$ cat src/lkvc_pkg.sv
// Shared types and constants for the LRU key/value cache.
// No dependencies; imported by the controller, datapath, top level and checker.
package lkvc_pkg;

	localparam int KEY_W = 32;
	localparam int VAL_W = 32;
	localparam int CAP_W = 5;

	localparam logic [CAP_W-1:0] CAP_RESET = 5'd16;

	// operation codes
	localparam logic OP_GET = 1'b0;
	localparam logic OP_PUT = 1'b1;

	// commands from the controller to the datapath
	typedef struct packed {
		logic load;   // capture the accepted item, clear the sweep results
		logic rd_en;  // read one RAM entry
		logic eval;   // RAM data for eval_idx is on the read port
		logic commit; // update the tables and issue the result
	} lkvc_cmd_t;

endpackage

$ cat src/lkvc_ram.sv
// Generic simple dual-port RAM with registered read data.
// No dependencies.
module lkvc_ram #(
	parameter int WIDTH = 64,
	parameter int DEPTH = 16,
	localparam int AW = (DEPTH > 1) ? $clog2(DEPTH) : 1
) (
	input  logic             clk,
	input  logic             we,
	input  logic [AW-1:0]    waddr,
	input  logic [WIDTH-1:0] wdata,
	input  logic             re,
	input  logic [AW-1:0]    raddr,
	output logic [WIDTH-1:0] rdata
);

	logic [WIDTH-1:0] mem_q [DEPTH];

	// write port
	always_ff @(posedge clk) begin
		if (we) begin
			mem_q[waddr] <= wdata;
		end
	end

	// registered read port
	always_ff @(posedge clk) begin
		if (re) begin
			rdata <= mem_q[raddr];
		end
	end

endmodule

$ cat src/lkvc_ctrl.sv
// Controller for the LRU cache: item acceptance, RAM sweep sequencing, commit.
// Depends on lkvc_pkg for the command struct.
module lkvc_ctrl #(
	parameter int MAX_ENTRIES = 16,
	localparam int IW = $clog2(MAX_ENTRIES)
) (
	input  logic                clk,
	input  logic                arst_n,
	input  logic                start,
	output logic                busy,
	output lkvc_pkg::lkvc_cmd_t cmd,
	output logic [IW-1:0]       rd_idx,
	output logic [IW-1:0]       eval_idx
);
	import lkvc_pkg::*;

	localparam logic [1:0] ST_IDLE   = 2'd0;
	localparam logic [1:0] ST_SCAN   = 2'd1;
	localparam logic [1:0] ST_WAIT   = 2'd2;
	localparam logic [1:0] ST_COMMIT = 2'd3;

	localparam logic [IW-1:0] LAST_IDX = IW'(MAX_ENTRIES - 1);

	logic [1:0]    state_q;
	logic [1:0]    state_nxt;
	logic [IW-1:0] rd_q;
	logic          eval_s1;
	logic [IW-1:0] eval_idx_s1;

	// decode commands from the state
	always_comb begin
		cmd.load   = (state_q == ST_IDLE) && start;
		cmd.rd_en  = (state_q == ST_SCAN);
		cmd.eval   = eval_s1;
		cmd.commit = (state_q == ST_COMMIT);
	end

	assign busy     = (state_q != ST_IDLE);
	assign rd_idx   = rd_q;
	assign eval_idx = eval_idx_s1;

	// next state
	always_comb begin
		state_nxt = state_q;
		case (state_q)
			ST_IDLE: begin
				if (start) begin
					state_nxt = ST_SCAN;
				end
			end
			ST_SCAN: begin
				if (rd_q == LAST_IDX) begin
					state_nxt = ST_WAIT;
				end
			end
			ST_WAIT:   state_nxt = ST_COMMIT;
			ST_COMMIT: state_nxt = ST_IDLE;
			default:   state_nxt = ST_IDLE;
		endcase
	end

	// state, sweep counter and the read-to-evaluate stage
	always_ff @(posedge clk or negedge arst_n) begin
		if (!arst_n) begin
			state_q     <= ST_IDLE;
			rd_q        <= '0;
			eval_s1     <= 1'b0;
			eval_idx_s1 <= '0;
		end else begin
			state_q     <= state_nxt;
			eval_s1     <= cmd.rd_en;
			eval_idx_s1 <= rd_q;
			if (cmd.load) begin
				rd_q <= '0;
			end else if (cmd.rd_en) begin
				rd_q <= rd_q + IW'(1);
			end
		end
	end

endmodule

$ cat src/lkvc_dp.sv
// Datapath for the LRU cache: key/value RAM, valid bits, recency ranks, result.
// Depends on lkvc_pkg and lkvc_ram.
module lkvc_dp #(
	parameter int MAX_ENTRIES = 16,
	localparam int IW = $clog2(MAX_ENTRIES)
) (
	input  logic                           clk,
	input  logic                           arst_n,
	input  lkvc_pkg::lkvc_cmd_t            cmd,
	input  logic [IW-1:0]                  rd_idx,
	input  logic [IW-1:0]                  eval_idx,
	input  logic                           opcode,
	input  logic [lkvc_pkg::KEY_W-1:0]     lookup_key,
	input  logic [lkvc_pkg::VAL_W-1:0]     write_value,
	input  logic                           cfg_valid,
	input  logic [lkvc_pkg::CAP_W-1:0]     cfg_data,
	output logic                           done,
	output logic                           hit,
	output logic [lkvc_pkg::VAL_W-1:0]     read_value
);
	import lkvc_pkg::*;

	localparam int RW = IW;
	localparam int CW = $clog2(MAX_ENTRIES + 1);
	localparam int EW = (CW > CAP_W) ? CW : CAP_W;
	localparam int DW = KEY_W + VAL_W;

	// configuration
	logic [CAP_W-1:0] cap_q;

	// accepted item
	logic             op_q;
	logic [KEY_W-1:0] key_q;
	logic [VAL_W-1:0] val_q;

	// table state
	logic [MAX_ENTRIES-1:0] valid_q;
	logic [RW-1:0]          rank_q [MAX_ENTRIES];
	logic [CW-1:0]          count_q;

	// sweep results
	logic             match_found_q;
	logic [IW-1:0]    match_idx_q;
	logic [RW-1:0]    match_rank_q;
	logic [VAL_W-1:0] match_data_q;
	logic             free_found_q;
	logic [IW-1:0]    free_idx_q;
	logic [IW-1:0]    oldest_idx_q;

	// result registers
	logic             done_q;
	logic             hit_q;
	logic [VAL_W-1:0] rdval_q;

	// RAM signals
	logic          ram_we;
	logic [IW-1:0] ram_waddr;
	logic [DW-1:0] ram_wdata;
	logic [DW-1:0] ram_rdata;
	logic [KEY_W-1:0] ram_key;
	logic [VAL_W-1:0] ram_val;

	logic [EW-1:0] cap_eff;
	logic          evict;
	logic [IW-1:0] slot;
	logic [CW-1:0] count_m1;
	logic          lane_valid;
	logic          lane_oldest;

	assign ram_key = ram_rdata[DW-1:VAL_W];
	assign ram_val = ram_rdata[VAL_W-1:0];

	// clamp the capacity to one..MAX_ENTRIES
	always_comb begin
		if (cap_q == '0) begin
			cap_eff = EW'(1);
		end else if (EW'(cap_q) > EW'(MAX_ENTRIES)) begin
			cap_eff = EW'(MAX_ENTRIES);
		end else begin
			cap_eff = EW'(cap_q);
		end
	end

	// pick the insertion slot: the least recent when full, else the first free
	assign evict    = (EW'(count_q) >= cap_eff);
	assign slot     = evict ? oldest_idx_q : free_idx_q;
	assign count_m1 = count_q - CW'(1);

	// the least recent valid entry carries rank count-1
	assign lane_valid  = valid_q[eval_idx];
	assign lane_oldest = lane_valid && (rank_q[eval_idx] == count_m1[RW-1:0]);

	// write back on a put, at the matching entry or the chosen slot
	assign ram_we    = cmd.commit && (op_q == OP_PUT);
	assign ram_waddr = match_found_q ? match_idx_q : slot;
	assign ram_wdata = {key_q, val_q};

	lkvc_ram #(
		.WIDTH(DW),
		.DEPTH(MAX_ENTRIES)
	) u_ram (
		.clk   (clk),
		.we    (ram_we),
		.waddr (ram_waddr),
		.wdata (ram_wdata),
		.re    (cmd.rd_en),
		.raddr (rd_idx),
		.rdata (ram_rdata)
	);

	// capacity register
	always_ff @(posedge clk or negedge arst_n) begin
		if (!arst_n) begin
			cap_q <= CAP_RESET;
		end else if (cfg_valid) begin
			cap_q <= cfg_data;
		end
	end

	// capture the item
	always_ff @(posedge clk) begin
		if (cmd.load) begin
			op_q  <= opcode;
			key_q <= lookup_key;
			val_q <= write_value;
		end
	end

	// sweep flags: clear on load, set on the first hit or free entry
	always_ff @(posedge clk or negedge arst_n) begin
		if (!arst_n) begin
			match_found_q <= 1'b0;
			free_found_q  <= 1'b0;
		end else if (cmd.load) begin
			match_found_q <= 1'b0;
			free_found_q  <= 1'b0;
		end else if (cmd.eval) begin
			if (lane_valid && !match_found_q && (ram_key == key_q)) begin
				match_found_q <= 1'b1;
			end
			if (!lane_valid) begin
				free_found_q <= 1'b1;
			end
		end
	end

	// sweep payload: the matching entry, the first free slot, the oldest slot
	always_ff @(posedge clk) begin
		if (cmd.eval) begin
			if (lane_valid && !match_found_q && (ram_key == key_q)) begin
				match_idx_q  <= eval_idx;
				match_rank_q <= rank_q[eval_idx];
				match_data_q <= ram_val;
			end
			if (!lane_valid && !free_found_q) begin
				free_idx_q <= eval_idx;
			end
			if (lane_oldest) begin
				oldest_idx_q <= eval_idx;
			end
		end
	end

	// update valid bits, ranks and occupancy on commit
	always_ff @(posedge clk or negedge arst_n) begin
		if (!arst_n) begin
			valid_q <= '0;
			count_q <= '0;
			for (int i = 0; i < MAX_ENTRIES; i++) begin
				rank_q[i] <= '0;
			end
		end else if (cmd.commit) begin
			if (match_found_q) begin
				// promote: age the entries that were more recent than the match
				for (int i = 0; i < MAX_ENTRIES; i++) begin
					if (valid_q[i] && (IW'(i) != match_idx_q) &&
					    (rank_q[i] < match_rank_q)) begin
						rank_q[i] <= rank_q[i] + RW'(1);
					end
				end
				rank_q[match_idx_q] <= '0;
			end else if (op_q == OP_PUT) begin
				// insert: age every surviving entry, new entry becomes most recent
				for (int i = 0; i < MAX_ENTRIES; i++) begin
					if (valid_q[i] && !(evict && (IW'(i) == oldest_idx_q))) begin
						rank_q[i] <= rank_q[i] + RW'(1);
					end
				end
				rank_q[slot]  <= '0;
				valid_q[slot] <= 1'b1;
				if (!evict) begin
					count_q <= count_q + CW'(1);
				end
			end
		end
	end

	// result strobe
	always_ff @(posedge clk or negedge arst_n) begin
		if (!arst_n) begin
			done_q <= 1'b0;
		end else begin
			done_q <= cmd.commit;
		end
	end

	// result payload
	always_ff @(posedge clk) begin
		if (cmd.commit) begin
			hit_q   <= match_found_q;
			rdval_q <= (match_found_q && (op_q == OP_GET)) ? match_data_q : '0;
		end
	end

	assign done       = done_q;
	assign hit        = hit_q;
	assign read_value = rdval_q;

endmodule

$ cat src/lru_key_value_cache_top.sv
// Fully associative key/value cache with least-recently-used replacement.
// An item is taken when start is high and busy is low. Each item sweeps the
// key/value RAM one entry per cycle, then passes a wait and a commit state,
// and the result is registered onto hit and read_value with the done strobe;
// busy drops in the strobe cycle, so a new item may be started then, but not
// before the block is through with the last one. The RAM sweep sets the
// pace. done lasts one cycle and cannot be held off: sample it then.
// capacity_in_use is written on cfg_data with cfg_valid (cfg_ready is always
// high); the user must write it only while no item is in flight (unenforced);
// zero reads as one, values above MAX_ENTRIES as MAX_ENTRIES. Reset needs no
// clearing pass. Depends on lkvc_pkg, lkvc_ctrl, lkvc_dp and lkvc_ram.
module lru_key_value_cache_top #(
	parameter int MAX_ENTRIES = 16
) (
	input  logic                       clk,
	input  logic                       arst_n,
	input  logic                       start,
	output logic                       busy,
	input  logic                       opcode,
	input  logic [lkvc_pkg::KEY_W-1:0] lookup_key,
	input  logic [lkvc_pkg::VAL_W-1:0] write_value,
	output logic                       done,
	output logic                       hit,
	output logic [lkvc_pkg::VAL_W-1:0] read_value,
	input  logic                       cfg_valid,
	output logic                       cfg_ready,
	input  logic [lkvc_pkg::CAP_W-1:0] cfg_data
);
	import lkvc_pkg::*;

	localparam int IW = $clog2(MAX_ENTRIES);

	lkvc_cmd_t     cmd;
	logic [IW-1:0] rd_idx;
	logic [IW-1:0] eval_idx;

	// the capacity register takes a write in any cycle
	assign cfg_ready = 1'b1;

	lkvc_ctrl #(
		.MAX_ENTRIES(MAX_ENTRIES)
	) u_ctrl (
		.clk      (clk),
		.arst_n   (arst_n),
		.start    (start),
		.busy     (busy),
		.cmd      (cmd),
		.rd_idx   (rd_idx),
		.eval_idx (eval_idx)
	);

	lkvc_dp #(
		.MAX_ENTRIES(MAX_ENTRIES)
	) u_dp (
		.clk         (clk),
		.arst_n      (arst_n),
		.cmd         (cmd),
		.rd_idx      (rd_idx),
		.eval_idx    (eval_idx),
		.opcode      (opcode),
		.lookup_key  (lookup_key),
		.write_value (write_value),
		.cfg_valid   (cfg_valid),
		.cfg_data    (cfg_data),
		.done        (done),
		.hit         (hit),
		.read_value  (read_value)
	);

endmodule

$ cat config.mk
export PLATFORM = sky130hd
export DESIGN_NAME = lru_key_value_cache_top
export DESIGN_NICKNAME = d
export VERILOG_FILES = /design/src/lkvc_pkg.sv /design/src/lkvc_ram.sv /design/src/lkvc_ctrl.sv /design/src/lkvc_dp.sv /design/src/lru_key_value_cache_top.sv
export SDC_FILE = /design/constraint.sdc
export NUM_CORES = 2
export LEC_CHECK = 0
export BUFFER_PORTS_ARGS = -buffer_cell sky130_fd_sc_hd__buf_2
export CORE_MARGIN = 4
export CORE_UTILIZATION = 35
export DETAILED_ROUTE_END_ITERATION = 8
export MAX_ROUTING_LAYER = met4
export PLACE_DENSITY_LB_ADDON = 0.1
export SLEW_MARGIN = 0
export SYNTH_ARGS = -nofsm -noshare
export SYNTH_HDL_FRONTEND = slang
export SYNTH_SLANG_ARGS = --single-unit
export TNS_END_PERCENT = 30
$ cat constraint.sdc
create_clock -name clk -period 6.15 [get_ports clk]
set_input_delay 0 -clock clk [delete_from_list [all_inputs] [get_ports clk]]
set_output_delay 0 -clock clk [all_outputs]
set_load 0.01 [all_outputs]
# Word-level counts from Yosys, hierarchy flattened
# Memory sizes are Yosys's and may differ from the RTL's. A register that Yosys moved wholly into a read port is not among the register bits.
# Cells that the tools add are included.
# W data, S select, Z words.
[op_classes] addsub=19 order_cmp=26 eq_ne=39 mux=142 bitwise=11 reduce_logical=111
[ops] op="$mux W4" count=120
[ops] op="$and A64 B64 Y64" count=2
[ops] op="$mux W64" count=2
[ops] op="$not A64 Y64" count=2
[ops] op="$logic_and A1 B1 Y1" count=74
[ops] op="$add A4 B1 Y4 const B" count=17
[ops] op="$lt A4 B4 Y1" count=16
[ops] op="$demux W4 S4" count=2
[ops] op="$eq A32 B32 Y1" count=1
[ops] op="$eq A4 B4 Y1 const A" count=8
[ops] op="$ne A4 B4 Y1 const A" count=8
[ops] op="$logic_not A1 Y1" count=19
[ops] op="$bmux W4 S4" count=1
[ops] op="$eq A3 B4 Y1 const A" count=4
[ops] op="$ne A3 B4 Y1 const A" count=4
[ops] op="$or A16 B16 Y16" count=1
[ops] op="$ge A5 B5 Y1 const B" count=3
[ops] op="$not A4 Y5" count=3
[ops] op="$reduce_and A2 Y1" count=7
[ops] op="$lt A4 B5 Y1 const B" count=2
[ops] op="$lt A5 B1 Y1 const B" count=2
[ops] op="$mux W1" count=10
[ops] op="$mux W5" count=2
[ops] op="$reduce_bool A2 Y1" count=5
[ops] op="other kinds (25)" count=33
[totals] register_bits=250 ramBits=1024 inputBits=74 output_inout_bits=36 elab_cells=385 n_memories=1
[mem_list] memory="u_dp.u_ram.mem_q" words=16 word_bits=64 read_ports=1 rd_clocked_by_memory_dff=1 wr=1 line="lkvc_ram.sv:17" source="logic [WIDTH-1:0] mem_q [DEPTH];"

# Longest topological paths before layout
[depth] depth_word=14 mapped_depth=12 depth_no_buf=10

# By module
# A second synthesis with hierarchy kept.
[unflattened] cells_unflattened=2854 area_unflattened_um2=53890.4
[modules_own_cells] module="lkvc_ram" n_inst=1 cells_per_inst=1647 area_each_um2=40222.3 seq_area_each_um2=32671.3
[modules_own_cells] module="lkvc_dp" n_inst=1 cells_per_inst=1167 area_each_um2=13167.6 seq_area_each_um2=6712.7
[modules_own_cells] module="lkvc_ctrl" n_inst=1 cells_per_inst=38 area_each_um2=489.2 seq_area_each_um2=275.3
[modules_own_cells] module="lru_key_value_cache_top" n_inst=1 cells_per_inst=2 area_each_um2=11.3 seq_area_each_um2=0.0

# Worst setup path before layout
# Ideal clock, no wire load.
[synth_path] kind="reg-to-reg" startpoint="reg u_dp.cap_q[3]" endpoint="mem u_dp.u_ram.mem_q[2][0] (enable)" setup_time_ns=0.487 arrival_time_ns=5.006 slack_ns=0.658 path_stages_with_launch=12 path_buffers=1 path_cell_list="dfrtp_1 -> nor3_1 -> nor2_1 -> nor2_1 -> ha_1 -> nor2b_1 -> o21ai_1 -> a21oi_2 -> buf_2 -> mux2i_1 -> a2bb2oi_1 -> nor2_1"
[synth_via] elab_chain_cells=6
[synth_lines] element="start: declaration" line="lkvc_dp.sv:29" source="logic [CAP_W-1:0] cap_q;"
[synth_lines] element="start signal: assignment" line="lkvc_dp.sv:116" source="cap_q <= cfg_data;"
[synth_lines] element="$gt A5 B5 Y1" line="lkvc_dp.sv:77" source="end else if (EW'(cap_q) > EW'(MAX_ENTRIES)) begin"
[synth_lines] element="$mux W5" line="lkvc_dp.sv:77"
[synth_lines] element="$mux W5 *" line="lkvc_dp.sv:75" source="if (cap_q == '0) begin"
[synth_lines] element="$ge A5 B5 Y1 *" line="lkvc_dp.sv:85" source="assign evict = (EW'(count_q) >= cap_eff);"
[synth_lines] element="$mux W4 *" line="lkvc_dp.sv:86" source="assign slot = evict ? oldest_idx_q : free_idx_q;"
[synth_lines] element="$mux W4 *" line="lkvc_dp.sv:95" source="assign ram_waddr = match_found_q ? match_idx_q : slot;"
[synth_lines] element="end: declaration" line="lkvc_ram.sv:17"
# Every way passes the cells marked *; elsewhere a longest branch is shown, timed or not.

# Worst setup path in the final report
[layout_path] startpoint="reg u_dp.cap_q[3]" endpoint="mem u_dp.u_ram.mem_q[14][53] (enable)"
# Same word-level chain as after synthesis.

==> metrics.log <==
INFO  metric vias = 28,800
INFO  metric postSynthAreaPerCell = ~19 um2
INFO  metric result_of_the_run = completed
INFO  metric detail_route.drc_violations = 0
INFO  metric register_to_register_path_setup_slack = around 1.7 ns
INFO  metric die_h = 403 um
INFO  metric slew_violations = 0
INFO  metric setup_repair_after_global_routing_missed_its_margin = false
INFO  metric io_buffers = approximately 110
INFO  metric final_layout_size_suffix_gt1_share = a little under a quarter
INFO  metric place.detailed.hpwl = approximately 84 mm
INFO  metric layout_min_cycle_time = between 4 and 5 ns
INFO  metric ctsRootBufferMaster = sky130_fd_sc_hd__clkbuf_16
INFO  metric part_of_the_yosys_area_used_for_sequential_elements = 72.8%
INFO  metric r2r.worst_path.cells = 12
INFO  metric antenna_left = 0
INFO  metric cts_tree = done
INFO  metric post_cts_resized = 0
INFO  metric mostFrequentLayoutCells = sky130_fd_sc_hd__edfxtp_1, sky130_fd_sc_hd__mux4_2, sky130_fd_sc_hd__clkbuf_16, sky130_fd_sc_hd__dlygate4sd3_1, sky130_fd_sc_hd__buf_2
INFO  metric area_share_of_the_largest_cell_type_after_synthesis = 68.0%
INFO  metric drt_first_iter_violations = between 2,000 and 2,500
INFO  metric clkTransAtPathRegs = 0.05 ns
INFO  metric grt_overflow_total = 0
INFO  metric final_min_period_over_clock_period = 72.4%
INFO  metric critical_path_required = between 6 and 7 ns
INFO  metric syn_area = around 55,000 um2
INFO  metric grt_pass1_vias = approximately 30,000
INFO  metric cts-htree-levels = 4
INFO  metric fin_nets = about 3,300
INFO  metric detailed_place.area = 58,100 um2
INFO  metric crit_arrival = slightly below 5 ns
INFO  metric p_total = around 28 mW
INFO  metric power.density = around 430 nW/um2
INFO  metric finClkSkew = between 0.03 and 0.04 ns
INFO  metric place_ws = approximately 1.7 ns
INFO  metric max-clock-path-buffers = 3
INFO  metric startpoint_type = flip-flop
INFO  metric r2r_end = u_dp.u_ram.mem_q[14][53]
INFO  metric postSynth.asyncResetShare = approximately 7.8%
INFO  metric timing.max_slew.rel_slack = between 10% and 20%
INFO  metric crit_fanout = 18
INFO  metric maxCapViolCount = 0
INFO  metric ys.warnings.count = 0
INFO  metric syn_nets = around 3,000
INFO  metric worst_hold_path_type = in2reg
INFO  metric yosys.area.top_type = sky130_fd_sc_hd__edfxtp_1
INFO  metric hold_viol = 0
INFO  metric globalRouteTotalUtil = a little under a fifth
INFO  metric area_growth_syn_to_layout = 18.6%
INFO  metric floorplan.core_area = 154,000 um2
INFO  metric floorplan.io_pins = between 100 and 150
INFO  metric min_from = write_value[14]
INFO  metric finalWeightedCongestion = between 0.8 and 0.9
INFO  metric ctsHoldBuffers = 150
INFO  metric grt_first_pass_wirelength = 210 mm
INFO  metric synth_top_flop_cell = sky130_fd_sc_hd__edfxtp_1
INFO  metric avgViaCountPerCell = roughly 5.4
INFO  metric timing.final.setup_violations = 0
INFO  metric max_freq = 0.225 GHz
INFO  metric r2r-start = u_dp.cap_q[3]
INFO  metric whs_path_depth = 2
INFO  metric numCtsBuffers = 150
INFO  metric synth_edf_count = between 1,000 and 1,500
INFO  metric routed_wirelength_normalized_by_instance_count = between 20 and 30 um
INFO  metric num_rows = around 140
INFO  metric final_std_cells_w_o_fill = 5,336
INFO  metric fin_ws = around 1.7 ns
INFO  metric cp_endpoint_kind = flip-flop
INFO  metric antenna_found_initial = 1
INFO  metric clock_insertion_delay_worst_skew = 0.77 ns
INFO  metric ys_types = 85
INFO  metric antenna_cells_inserted = 0
INFO  metric numPlacedInstances = a little under 5,000
INFO  metric nFillCells = approximately 13,000
INFO  metric floorplan.initialDensity = a little over a third
INFO  metric synth.top_cells.by_area = sky130_fd_sc_hd__edfxtp_1, sky130_fd_sc_hd__mux4_2, sky130_fd_sc_hd__dfrtp_1, sky130_fd_sc_hd__ha_1, sky130_fd_sc_hd__nor2_1
INFO  metric max_slew.worst_pin.slew = approximately 1.3 ns
INFO  metric timing.hold.worst_endpoint = u_dp.val_q[14]
INFO  metric area_enclosed_by_the_die_boundary = 162,000 um2
INFO  metric post_cts_buffers = 0
INFO  metric ys_ff_latch = about 1,300
INFO  metric grt_start_max_net_pins = around 110
INFO  metric drt_pre_antenna_iters = 5
INFO  metric die_width = between 400 and 500 um
INFO  metric path_class = reg2reg
INFO  metric largest_voltage_drop_on_the_vdd_net = around 0.00028 V
INFO  metric postSynthCellCount = about 2,800
INFO  metric timing.setup.tns = 0 ns
INFO  metric p_leak = 21.0 nW
INFO  metric cts.sinks = 1,338
INFO  metric final_layout_worst_hold_slack = between 0.07 and 0.08 ns
INFO  metric mostFrequentLayoutCell = sky130_fd_sc_hd__edfxtp_1
INFO  metric finish.utilization = a little over two fifths
INFO  metric drt-total-wl = between 100 and 150 mm
INFO  metric finish.instance_area = roughly 65,000 um2
## cells by family (layout without fill, tap and decap cells)
| family | after synthesis | count (layout) | share of synthesized area [%] |
|---|---|---|---|
| DFF | 1338 | 1338 | 72.8 |
| and+or+nand+nor | 418 | 418 | 3.89 |
| muxes | 379 | 379 | 14.8 |
| AOI/OAI and AO/OA | 365 | 365 | 4.58 |
| buffers and inverters | 195 | 666 | 1.45 |
| adders and majority gates | 77 | 77 | 1.77 |
| xor gates and xnor gates | 48 | 48 | 0.785 |
| other | 1 | 1 | 0.00688 |
## where the power goes
part / total [mW] / switching (mW) / internal, mW
Sequential: 12.4 / 1.18 / 11.2
Clock: 9.21 / 3.68 / 5.54
Combinational: 5.93 / 3.12 / 2.81
Total: 27.5 / 7.98 / 19.5
## cells in the mapped netlist (11+ instances only)
cell / n
sky130_fd_sc_hd__dfrtp_1: 103
sky130_fd_sc_hd__and2_1: 43
sky130_fd_sc_hd__ha_1: 77
sky130_fd_sc_hd__a21o_1: 14
sky130_fd_sc_hd__mux2i_1: 26
sky130_fd_sc_hd__nor2_1: 89
sky130_fd_sc_hd__mux4_2: 335
sky130_fd_sc_hd__buf_1: 18
sky130_fd_sc_hd__nor4_1: 16
sky130_fd_sc_hd__a211oi_1: 20
sky130_fd_sc_hd__o21ai_1: 30
sky130_fd_sc_hd__nand2b_1: 35
sky130_fd_sc_hd__inv_1: 57
sky130_fd_sc_hd__xor2_1: 23
sky130_fd_sc_hd__edfxtp_1: 1234
sky130_fd_sc_hd__nand3_1: 55
sky130_fd_sc_hd__clkbuf_1: 83
sky130_fd_sc_hd__o211ai_1: 20
sky130_fd_sc_hd__nand2_1: 83
sky130_fd_sc_hd__mux2_2: 12
sky130_fd_sc_hd__xnor2_1: 24
sky130_fd_sc_hd__a21oi_1: 61
sky130_fd_sc_hd__o21ai_0: 49
sky130_fd_sc_hd__nor2b_1: 18
sky130_fd_sc_hd__buf_2: 30
sky130_fd_sc_hd__a32oi_1: 15
sky130_fd_sc_hd__nand4_1: 14
sky130_fd_sc_hd__nor3_1: 26
sky130_fd_sc_hd__a31oi_1: 30
sky130_fd_sc_hd__o21a_1: 11
## area by class of cell
cell class                      instances  area [um2]  area share [%]
Clock buffer                          197        4030            6.24
Clock inverter                         75        1040            1.61
Inverter                               60         225           0.348
Multi-Input combinational cell       1288       14200            22.0
Sequential cell                      1338       39700            61.4
Tap cell                             2044        2560            3.95
Timing Repair Buffer                  334        2910            4.50
## how the worst max path moves through the flow
stage,startpoint,end,slack (ns)
final,u_dp.cap_q[3],u_dp.u_ram.mem_q[14][53],1.70
after global placement,u_dp.cap_q[3],u_dp.u_ram.mem_q[14][62],1.64
after CTS,u_dp.cap_q[3],u_dp.u_ram.mem_q[14][53],1.60
after detailed placement,u_dp.cap_q[3],u_dp.u_ram.mem_q[14][62],1.66
after global routing,u_dp.cap_q[3],u_dp.u_ram.mem_q[14][53],1.31
after floorplan,u_dp.cap_q[3],u_dp.u_ram.mem_q[2][0],0.66
## routing by layer
layer	GRT usage [%]	wire (um)	vias to the layer above
li1	-	-	12400
met1	24.3	63300	15300
met2	29.1	69800	855
met3	2.82	6160	225
met4	4.47	2980	0
met5	-	0	-
## critical path: stages (launching register included)
cell	delay, ns
sky130_fd_sc_hd__dfrtp_1	0.40
sky130_fd_sc_hd__nor3_1	0.23
sky130_fd_sc_hd__nor2_1	0.08
sky130_fd_sc_hd__nor2_1	0.13
sky130_fd_sc_hd__ha_1	0.24
sky130_fd_sc_hd__nor2b_1	0.17
sky130_fd_sc_hd__o21ai_1	0.21
sky130_fd_sc_hd__a21oi_2	0.28
sky130_fd_sc_hd__buf_4	0.27
sky130_fd_sc_hd__mux2i_1	0.49
sky130_fd_sc_hd__a2bb2oi_1	0.36
sky130_fd_sc_hd__nor2_4	0.88
sky130_fd_sc_hd__buf_4	0.37
## flip-flops by register name, summed over array words and instances (netlist names), 5 cells and up
name / cells
u_dp.read_value: 32
u_dp.match_data_q: 32
u_dp.key_q: 32
u_dp.count_q: 5
u_dp.rank_q: 64
u_dp.cap_q: 5
u_dp.u_ram.mem_q: 1024
u_dp.valid_q: 16
u_dp.val_q: 32
u_dp.u_ram.rdata: 64
Note: power is estimated with default switching activity, not from simulation.
